[src/hw/rtl/cbf_pkg.sv]
`timescale 1ns / 1ps

package cbf_pkg;

	// physical ring storage and index widths
	localparam int DEPTH    = 256;
	localparam int RING_MAX = (DEPTH < 256) ? DEPTH : 256;
	localparam int IDX_W    = $clog2(RING_MAX);
	localparam int SIZE_W   = 9;
	localparam int BYTE_W   = 8;
	localparam int CNT_W    = 8;
	localparam int OVR_W    = 32;
	localparam int SIZE_RST = 256;

	// request operation codes
	typedef enum logic [1:0] {
		MODE_PUT = 2'd0,
		MODE_GET = 2'd1,
		MODE_CLR = 2'd2
	} mode_t;

	// response status codes
	typedef enum logic [1:0] {
		ST_OK     = 2'd0,
		ST_FULL   = 2'd1,
		ST_NODATA = 2'd2
	} status_t;

	// controller states
	typedef enum logic {
		S_IDLE = 1'b0,
		S_FIN  = 1'b1
	} state_t;

	// controller to datapath
	typedef struct packed {
		logic exec;
		logic finish;
	} cmd_t;

	// datapath to controller
	typedef struct packed {
		logic rsp_busy;
	} sts_t;

endpackage

[src/hw/rtl/cbf_if.sv]
`timescale 1ns / 1ps

// request channel
interface cbf_req_if;
	logic       valid;
	logic       ready;
	logic [1:0] mode;
	logic [7:0] put_byte;

	modport source (output valid, output mode, output put_byte, input ready);
	modport sink   (input valid, input mode, input put_byte, output ready);
endinterface

// response channel
interface cbf_rsp_if;
	logic        valid;
	logic        ready;
	logic [1:0]  status;
	logic [7:0]  got_byte;
	logic [7:0]  count;
	logic [31:0] overrun_count;

	modport source (output valid, output status, output got_byte, output count,
		output overrun_count, input ready);
	modport sink   (input valid, input status, input got_byte, input count,
		input overrun_count, output ready);
endinterface

// size register write channel
interface cbf_cfg_if;
	logic       valid;
	logic       ready;
	logic [8:0] size_in_use;

	modport source (output valid, output size_in_use, input ready);
	modport sink   (input valid, input size_in_use, output ready);
endinterface

[src/hw/rtl/cbf_ram.sv]
`timescale 1ns / 1ps

module cbf_ram #(
	parameter int WIDTH = 8,
	parameter int DEPTH = 256
) (
	input  logic                     clk,
	input  logic                     wr_en,
	input  logic [$clog2(DEPTH)-1:0] wr_addr,
	input  logic [WIDTH-1:0]         wr_data,
	input  logic                     rd_en,
	input  logic [$clog2(DEPTH)-1:0] rd_addr,
	output logic [WIDTH-1:0]         rd_data
);

	logic [WIDTH-1:0] mem_q [DEPTH];

	// one write port, one registered read port
	always_ff @(posedge clk) begin
		if (wr_en) begin
			mem_q[wr_addr] <= wr_data;
		end
		if (rd_en) begin
			rd_data <= mem_q[rd_addr];
		end
	end

endmodule

[src/hw/rtl/cbf_ctrl.sv]
`timescale 1ns / 1ps

module cbf_ctrl
	import cbf_pkg::*;
(
	input  logic   clk,
	input  logic   arst_n,
	input  logic   req_valid,
	input  sts_t   sts,
	output cmd_t   cmd,
	output logic   req_ready
);

	state_t state_q, state_d;

	// state register
	always_ff @(posedge clk or negedge arst_n) begin
		if (!arst_n) begin
			state_q <= S_IDLE;
		end else begin
			state_q <= state_d;
		end
	end

	// next state
	always_comb begin
		state_d = state_q;
		case (state_q)
			S_IDLE: begin
				if (req_valid && !sts.rsp_busy) begin
					state_d = S_FIN;
				end
			end
			S_FIN: begin
				state_d = S_IDLE;
			end
			default: begin
				state_d = S_IDLE;
			end
		endcase
	end

	// outputs
	always_comb begin
		req_ready  = 1'b0;
		cmd.exec   = 1'b0;
		cmd.finish = 1'b0;
		case (state_q)
			S_IDLE: begin
				req_ready = !sts.rsp_busy;
				cmd.exec  = req_valid && !sts.rsp_busy;
			end
			S_FIN: begin
				cmd.finish = 1'b1;
			end
			default: begin
				req_ready = 1'b0;
			end
		endcase
	end

endmodule

[src/hw/rtl/cbf_dp.sv]
`timescale 1ns / 1ps

module cbf_dp
	import cbf_pkg::*;
(
	input  logic              clk,
	input  logic              arst_n,
	input  cmd_t              cmd,
	output sts_t              sts,
	input  logic [1:0]        req_mode,
	input  logic [BYTE_W-1:0] req_put_byte,
	input  logic              cfg_wr,
	input  logic [SIZE_W-1:0] cfg_size,
	output logic              rsp_valid,
	input  logic              rsp_ready,
	output logic [1:0]        rsp_status,
	output logic [BYTE_W-1:0] rsp_got_byte,
	output logic [CNT_W-1:0]  rsp_count,
	output logic [OVR_W-1:0]  rsp_overrun_count
);

	logic [SIZE_W-1:0] size_q;
	logic [IDX_W-1:0]  rd_idx_q, wr_idx_q;
	logic [OVR_W-1:0]  ovr_q;
	status_t           status_q;
	logic              got_vld_q;
	logic              rsp_valid_q;
	logic [1:0]        rsp_status_q;
	logic [BYTE_W-1:0] rsp_got_q;
	logic [CNT_W-1:0]  rsp_count_q;
	logic [OVR_W-1:0]  rsp_ovr_q;

	logic [SIZE_W-1:0] ring_size;
	logic [SIZE_W-1:0] rd_ext, wr_ext, cnt;
	logic [SIZE_W-1:0] rd_inc, wr_inc;
	logic [IDX_W-1:0]  rd_next, wr_next;
	logic              full, empty;
	logic              ram_we, ram_re;
	logic [BYTE_W-1:0] ram_rdata;

	// size in effect, clamped to the usable range
	always_comb begin
		if (size_q < SIZE_W'(2)) begin
			ring_size = SIZE_W'(2);
		end else if (size_q > SIZE_W'(RING_MAX)) begin
			ring_size = SIZE_W'(RING_MAX);
		end else begin
			ring_size = size_q;
		end
	end

	// occupancy from the two indices
	assign rd_ext = {{(SIZE_W-IDX_W){1'b0}}, rd_idx_q};
	assign wr_ext = {{(SIZE_W-IDX_W){1'b0}}, wr_idx_q};
	assign cnt    = (rd_ext > wr_ext) ? (wr_ext + ring_size - rd_ext) : (wr_ext - rd_ext);
	assign full   = (cnt + SIZE_W'(1)) >= ring_size;
	assign empty  = (rd_idx_q == wr_idx_q);

	// index advance with wrap at the size in effect
	assign rd_inc  = rd_ext + SIZE_W'(1);
	assign wr_inc  = wr_ext + SIZE_W'(1);
	assign rd_next = (rd_inc >= ring_size) ? '0 : rd_inc[IDX_W-1:0];
	assign wr_next = (wr_inc >= ring_size) ? '0 : wr_inc[IDX_W-1:0];

	assign ram_we = cmd.exec && (req_mode == MODE_PUT) && !full;
	assign ram_re = cmd.exec && (req_mode == MODE_GET) && !empty;

	cbf_ram #(
		.WIDTH (BYTE_W),
		.DEPTH (RING_MAX)
	) u_ram (
		.clk     (clk),
		.wr_en   (ram_we),
		.wr_addr (wr_idx_q),
		.wr_data (req_put_byte),
		.rd_en   (ram_re),
		.rd_addr (rd_idx_q),
		.rd_data (ram_rdata)
	);

	// ring state: size, indices, overrun counter
	always_ff @(posedge clk or negedge arst_n) begin
		if (!arst_n) begin
			size_q   <= SIZE_W'(SIZE_RST);
			rd_idx_q <= '0;
			wr_idx_q <= '0;
			ovr_q    <= '0;
		end else if (cfg_wr) begin
			size_q   <= cfg_size;
			rd_idx_q <= '0;
			wr_idx_q <= '0;
		end else if (cmd.exec) begin
			case (req_mode)
				MODE_PUT: begin
					if (full) begin
						ovr_q <= ovr_q + OVR_W'(1);
					end else begin
						wr_idx_q <= wr_next;
					end
				end
				MODE_GET: begin
					if (!empty) begin
						rd_idx_q <= rd_next;
					end
				end
				MODE_CLR: begin
					rd_idx_q <= '0;
					wr_idx_q <= '0;
					ovr_q    <= '0;
				end
				default: begin
					ovr_q <= ovr_q;
				end
			endcase
		end
	end

	// per-request outcome held until the result is built
	always_ff @(posedge clk) begin
		if (cmd.exec) begin
			got_vld_q <= ram_re;
			if ((req_mode == MODE_PUT) && full) begin
				status_q <= ST_FULL;
			end else if ((req_mode == MODE_GET) && empty) begin
				status_q <= ST_NODATA;
			end else begin
				status_q <= ST_OK;
			end
		end
	end

	// response valid
	always_ff @(posedge clk or negedge arst_n) begin
		if (!arst_n) begin
			rsp_valid_q <= 1'b0;
		end else if (cmd.finish) begin
			rsp_valid_q <= 1'b1;
		end else if (rsp_ready) begin
			rsp_valid_q <= 1'b0;
		end
	end

	// response payload
	always_ff @(posedge clk) begin
		if (cmd.finish) begin
			rsp_status_q <= status_q;
			rsp_got_q    <= got_vld_q ? ram_rdata : '0;
			rsp_count_q  <= cnt[CNT_W-1:0];
			rsp_ovr_q    <= ovr_q;
		end
	end

	assign sts.rsp_busy     = rsp_valid_q && !rsp_ready;
	assign rsp_valid        = rsp_valid_q;
	assign rsp_status       = rsp_status_q;
	assign rsp_got_byte     = rsp_got_q;
	assign rsp_count        = rsp_count_q;
	assign rsp_overrun_count = rsp_ovr_q;

endmodule

[src/hw/rtl/circular_byte_fifo.sv]
`timescale 1ns / 1ps

// circular_byte_fifo: byte ring buffer with a run-time size
//
// req channel: one request per operation, mode put, get or clear, with the
// byte to store on a put. rsp channel: one result per request with status
// (ok, full, no data), the byte taken on a get, the bytes waiting and the
// refused-put count since the last clear. cfg channel: writes the ring size
// (clamped to 2..256); a write empties the ring and keeps the overrun count.
// Write it only while no request is in flight. cfg.ready is always high.
//
// A request is accepted in the idle state, where the ring memory's registered
// read and the outcome are captured; the finish state then loads the result
// into the output register, where it stays valid until it is taken. A new
// request is accepted only once the previous result has been loaded.
// A new request is taken while a result waits, as long as that result is
// taken in the same cycle or the output register is empty.
// If the receiver stalls, the result holds and req.ready drops.
// Reset empties the ring, zeroes the overrun count and sets size to 256.
module circular_byte_fifo
	import cbf_pkg::*;
(
	input  logic      clk,
	input  logic      arst_n,
	cbf_req_if.sink   req,
	cbf_rsp_if.source rsp,
	cbf_cfg_if.sink   cfg
);

	cmd_t cmd;
	sts_t sts;

	assign cfg.ready = 1'b1;

	// sequencing
	cbf_ctrl u_ctrl (
		.clk       (clk),
		.arst_n    (arst_n),
		.req_valid (req.valid),
		.sts       (sts),
		.cmd       (cmd),
		.req_ready (req.ready)
	);

	// ring state, memory and output register
	cbf_dp u_dp (
		.clk               (clk),
		.arst_n            (arst_n),
		.cmd               (cmd),
		.sts               (sts),
		.req_mode          (req.mode),
		.req_put_byte      (req.put_byte),
		.cfg_wr            (cfg.valid),
		.cfg_size          (cfg.size_in_use),
		.rsp_valid         (rsp.valid),
		.rsp_ready         (rsp.ready),
		.rsp_status        (rsp.status),
		.rsp_got_byte      (rsp.got_byte),
		.rsp_count         (rsp.count),
		.rsp_overrun_count (rsp.overrun_count)
	);

endmodule

[src/flat_wrapper.sv]
// flat-port wrapper written by rule: the top's interface ports become plain ports
module circular_byte_fifo_flat import cbf_pkg::*;
  (clk, arst_n, req_valid, req_mode, req_put_byte, req_ready, rsp_valid, rsp_status, rsp_got_byte, rsp_count, rsp_overrun_count, rsp_ready, cfg_valid, cfg_size_in_use, cfg_ready);
  cbf_req_if req_i ();
  cbf_rsp_if rsp_i ();
  cbf_cfg_if cfg_i ();
  input  logic clk;
  input  logic arst_n;
  input wire logic [$bits(req_i.valid)-1:0] req_valid;
  input wire logic [$bits(req_i.mode)-1:0] req_mode;
  input wire logic [$bits(req_i.put_byte)-1:0] req_put_byte;
  output wire logic [$bits(req_i.ready)-1:0] req_ready;
  output wire logic [$bits(rsp_i.valid)-1:0] rsp_valid;
  output wire logic [$bits(rsp_i.status)-1:0] rsp_status;
  output wire logic [$bits(rsp_i.got_byte)-1:0] rsp_got_byte;
  output wire logic [$bits(rsp_i.count)-1:0] rsp_count;
  output wire logic [$bits(rsp_i.overrun_count)-1:0] rsp_overrun_count;
  input wire logic [$bits(rsp_i.ready)-1:0] rsp_ready;
  input wire logic [$bits(cfg_i.valid)-1:0] cfg_valid;
  input wire logic [$bits(cfg_i.size_in_use)-1:0] cfg_size_in_use;
  output wire logic [$bits(cfg_i.ready)-1:0] cfg_ready;
  assign req_i.valid = req_valid;
  assign req_i.mode = req_mode;
  assign req_i.put_byte = req_put_byte;
  assign req_ready = req_i.ready;
  assign rsp_valid = rsp_i.valid;
  assign rsp_status = rsp_i.status;
  assign rsp_got_byte = rsp_i.got_byte;
  assign rsp_count = rsp_i.count;
  assign rsp_overrun_count = rsp_i.overrun_count;
  assign rsp_i.ready = rsp_ready;
  assign cfg_i.valid = cfg_valid;
  assign cfg_i.size_in_use = cfg_size_in_use;
  assign cfg_ready = cfg_i.ready;
  circular_byte_fifo u_core (.clk(clk), .arst_n(arst_n), .req(req_i), .rsp(rsp_i), .cfg(cfg_i));
endmodule
[config.mk]
export PLATFORM = sky130hd
export DESIGN_NAME = circular_byte_fifo_flat
export DESIGN_NICKNAME = d
export VERILOG_FILES = /design/src/hw/rtl/cbf_pkg.sv /design/src/hw/rtl/cbf_if.sv /design/src/hw/rtl/cbf_ram.sv /design/src/hw/rtl/cbf_ctrl.sv /design/src/hw/rtl/cbf_dp.sv /design/src/hw/rtl/circular_byte_fifo.sv /design/src/flat_wrapper.sv
export SDC_FILE = /design/constraint.sdc
export NUM_CORES = 2
export LEC_CHECK = 0
export ABC_AREA = 1
export BUFFER_PORTS_ARGS = -buffer_cell sky130_fd_sc_hd__clkbuf_2
export CELL_PAD_IN_SITES_DETAIL_PLACEMENT = 2
export CELL_PAD_IN_SITES_GLOBAL_PLACEMENT = 2
export CORE_UTILIZATION = 47
export DETAILED_ROUTE_END_ITERATION = 8
export PLACE_DENSITY = 0.81
export SLEW_MARGIN = 20
export SYNTH_ARGS = -nofsm -noshare
export SYNTH_HDL_FRONTEND = slang
export SYNTH_SLANG_ARGS = --single-unit
[constraint.sdc]
create_clock -name clk -period 8.85 [get_ports clk]
set_input_delay 1.77 -clock clk [delete_from_list [all_inputs] [get_ports clk]]
set_output_delay 1.77 -clock clk [all_outputs]
set_load 0.1 [all_outputs]
==> impl_metrics.env <==
export IMPL_cts_tree="yes"
export IMPL_design_core_area_um2=191000
export IMPL_grt_pass1_vias=71100
export IMPL_min_path_cells=0
export IMPL_yosysUniqueCellTypes=48
export IMPL_via_count=65900
export IMPL_fp_dieW_um=442
export IMPL_drt_iter0_drc=7116
export IMPL_ctsHtreeMaxLevel=4
export IMPL_max_clock_freq_mhz=130
export IMPL_via_per_inst=6.33
export IMPL_synth_edff_count=2109
export IMPL_yosysSeqAreaShare_pct=71.4
export IMPL_dpl_cell_area_um2=92800
export IMPL_hpwlAfterDp_um=208000
export IMPL_leakagePower_nw=35.0
export IMPL_drive_above_1_share_pct=7.96
export IMPL_clock_path_buffers=3
export IMPL_most_common_layout_cells="nand2_1 (2,359), edfxtp_1 (2,109), nand3_1 (2,010)"
export IMPL_synthMuxAreaShare_pct=0
export IMPL_syn_inst=7808
export IMPL_syn_to_final_growth_pct=10.1
export IMPL_synthXorXnorAreaFrac_pct=0.453
export IMPL_avgSynthCellArea_um2=11.6
export IMPL_crit_path_end_kind="flip-flop"
export IMPL_cts_hold_buffers=0
export IMPL_synth_warnings=0
export IMPL_cts_buffers=225
export IMPL_final_hold_viol_count=0
export IMPL_io_pins=77
export IMPL_clkSlewWorstSetupHoldPaths_ns=0.06
export IMPL_worst_pin_slew_ns=1.21
export IMPL_setup_violations=0
export IMPL_ys_flop_type="edfxtp_1"
export IMPL_reg2reg_slack_ns=1.17
export IMPL_post_cts_buffers=0
export IMPL_detail_route_antenna_nets=0
export IMPL_firstDrtPassIters=5
export IMPL_drc=0
export IMPL_synth_fa_ha_area_share_pct=0.901
export IMPL_critical_path_class="reg -> reg"
export IMPL_root_buffer="clkbuf_16"
export IMPL_startpoint_type="flip-flop"
export IMPL_cts_sinks=2168
export IMPL_ys_ff_latch=2168
export IMPL_wire_per_inst_um=34.0
export IMPL_arrival_ns=8.16
export IMPL_synthSimpleGateAreaFrac_pct=23.1
export IMPL_min_path_type="reg -> reg"
export IMPL_rsz0062_at_grt="false"
export IMPL_grtUsageTotal_pct=36.2
export IMPL_die_area_um2=195000
export IMPL_grt_max_degree=203
export IMPL_post_route_period_util_pct=86.8
export IMPL_total_power_mw=25.7
export IMPL_layout_commonest_cell="nand2_1"
export IMPL_fin_util_pct=52.4
export IMPL_syn_area_um2=90800
export IMPL_worst_skew_pair_late_latency_ns=0.88
export IMPL_tns_ns=0
export IMPL_ctsResizeCount=0
export IMPL_synth_nets=7892
export IMPL_path_max_fanout=16
export IMPL_ir_drop_mv=0.203
export IMPL_worst_ep_required_time_ns=9.33
export IMPL_rows=160
export IMPL_grt_overflow=0
export IMPL_placement_io_buffers=75
export IMPL_routed_wl_um=354000
export IMPL_maxCapViolCount=0
export IMPL_preCtsSetupSlack_ns=1.26
export IMPL_nNetsFinal=7790
export IMPL_final_max_slew_viol_count=0
export IMPL_reg2regPathDepth=25
export IMPL_worst_clock_skew_ns=0.0448
export IMPL_die_height_um=442
export IMPL_async_flop_share_pct=2.72
export IMPL_antenna_found_initial=12
export IMPL_powerDensity_nw_per_um2=257
export IMPL_synth_top_family_by_area="simple AND/OR/NAND/NOR gates"
export IMPL_final_area_um2=100000
export IMPL_synth_compound_area_share_pct=0.765
export IMPL_slew_headroom_pct=19.5
export IMPL_min_period_ns=7.68
export IMPL_grt_pass1_wl_um=510000
export IMPL_setup_slack_ns=1.17
export IMPL_status="completed"
export IMPL_globalplace_congestion=0.889
export IMPL_initial_utilization_pct=47.6
## state kept, by name, summed over array words and instances (netlist names)
signal,flops
u_core.u_dp.rsp_status,2
u_core.u_dp.u_ram.mem_q,2048
u_core.u_ctrl.state_q,1
u_core.u_dp.wr_idx_q,8
u_core.u_dp.status_q,2
u_core.u_dp.rsp_overrun_count,32
u_core.u_dp.rd_idx_q,8
u_core.u_dp.got_vld_q,1
u_core.u_dp.rsp_got_byte,8
u_core.u_dp.ovr_q,32
u_core.u_dp.size_q,9
u_core.u_dp.rsp_valid,1
u_core.u_dp.rsp_count,8
u_core.u_dp.u_ram.rd_data,8
## cell families after synthesis
group,after synthesis
XOR/XNOR,47
adder cells (fa/ha/maj),60
other,1
buffers and inverters,629
AO/OA/AOI/OAI,116
AND/OR/NAND/NOR,4787
flip-flops,2168
## synth_stat cells (6+ instances only)
cell type	instances	area share, %
nand2_2	7	0.048
nand2_1	2364	9.8
nand3_2	7	0.077
buf_1	34	0.14
nand3_1	2014	11
buf_6	15	0.19
buf_4	48	0.40
nand3_4	10	0.19
nor2_1	257	1.1
ha_1	51	0.70
nand3b_1	6	0.050
nor2_2	71	0.49
xor2_1	33	0.32
xnor2_1	14	0.14
inv_1	125	0.52
nand4_1	14	0.096
o21ai_0	29	0.16
o31ai_1	27	0.22
dfrtp_1	58	1.6
clkbuf_1	92	0.38
nor3_1	24	0.13
fa_1	9	0.20
edfxtp_1	2109	70
buf_2	308	1.7
a21oi_1	44	0.24
## stage by stage
step / std cells / hold WS [ns]
2_1_floorplan: 7808 / 0.400
3_3_place_gp: 9990 / 0.410
3_5_place_dp: 9990 / 0.430
4_1_cts: 10400 / 0.446
5_1_grt: 10400 / 0.462
6_report: 10400 / 0.438
## area by class of cell
class / instances / area (µm²)
well taps: 2511 / 3140
fillers: 18300 / 91000
multi-input cells: 5011 / 23000
diodes: 4 / 10.0
clock buffers: 280 / 5910
clock inverters: 140 / 1260
repair buffers: 169 / 1320
flip-flops and latches: 2168 / 64800
inverters: 131 / 538
## critical path: stages (launching register included)
cell and delay, ns:
dfstp_2 0.54, inv_1 0.14, a21oi_1 0.23, inv_1 0.13, a22oi_1 0.56, fa_1 0.57
fa_1 0.43, inv_1 0.10, nand3_1 0.08, nand2_1 0.13, xor2_1 0.10, o21ai_1 0.35
nand2_2 0.13, nor2_4 0.15, nand3_1 0.09, nand2_1 0.08, inv_1 0.05, ha_1 0.32
a21oi_1 0.17, o21a_1 0.13, nand4_1 0.18, inv_2 0.11, nand2_4 0.08, nor2_8 0.77
nand3_2 0.72, nor2_1 0.88
## where the power goes
part / internal [mW] / switching [mW]
combinational: 1.05 / 3.59
sequential: 11.4 / 0.0945
clock: 5.33 / 4.26
total: 17.7 / 7.94
## layer usage
layer | GRT usage [%] | vias to the layer above | part of all wire [%]
met2 | 61.1 | 3190 | 49
met1 | 45.3 | 34400 | 38
met3 | 6.02 | 940 | 7.2
met4 | 17.7 | 16 | 5.4
li1 | - | 27300 | -
met5 | 0 | - | 0.042
## final timing paths
path / from / end
min in group asynchronous: arst_n / u_core.u_dp.ovr_q[16]$_DFFE_PN0P_
worst min-delay path: u_core.u_dp.status_q[1]$_SDFFCE_PP0P_ / u_core.u_dp.rsp_status[1]$_DFFE_PP_
max in group asynchronous: arst_n / u_core.u_dp.rd_idx_q[4]$_DFFE_PN0P_
worst max-delay path: u_core.u_dp.size_q[8]$_DFFE_PN1P_ / u_core.u_dp.u_ram.mem_q[20][3]$_DFFE_PP_
worst max register to register: u_core.u_dp.size_q[8]$_DFFE_PN1P_ / u_core.u_dp.u_ram.mem_q[20][3]$_DFFE_PP_
worst min register to register: u_core.u_dp.status_q[1]$_SDFFCE_PP0P_ / u_core.u_dp.rsp_status[1]$_DFFE_PP_
(Power assumes the default switching activity.)
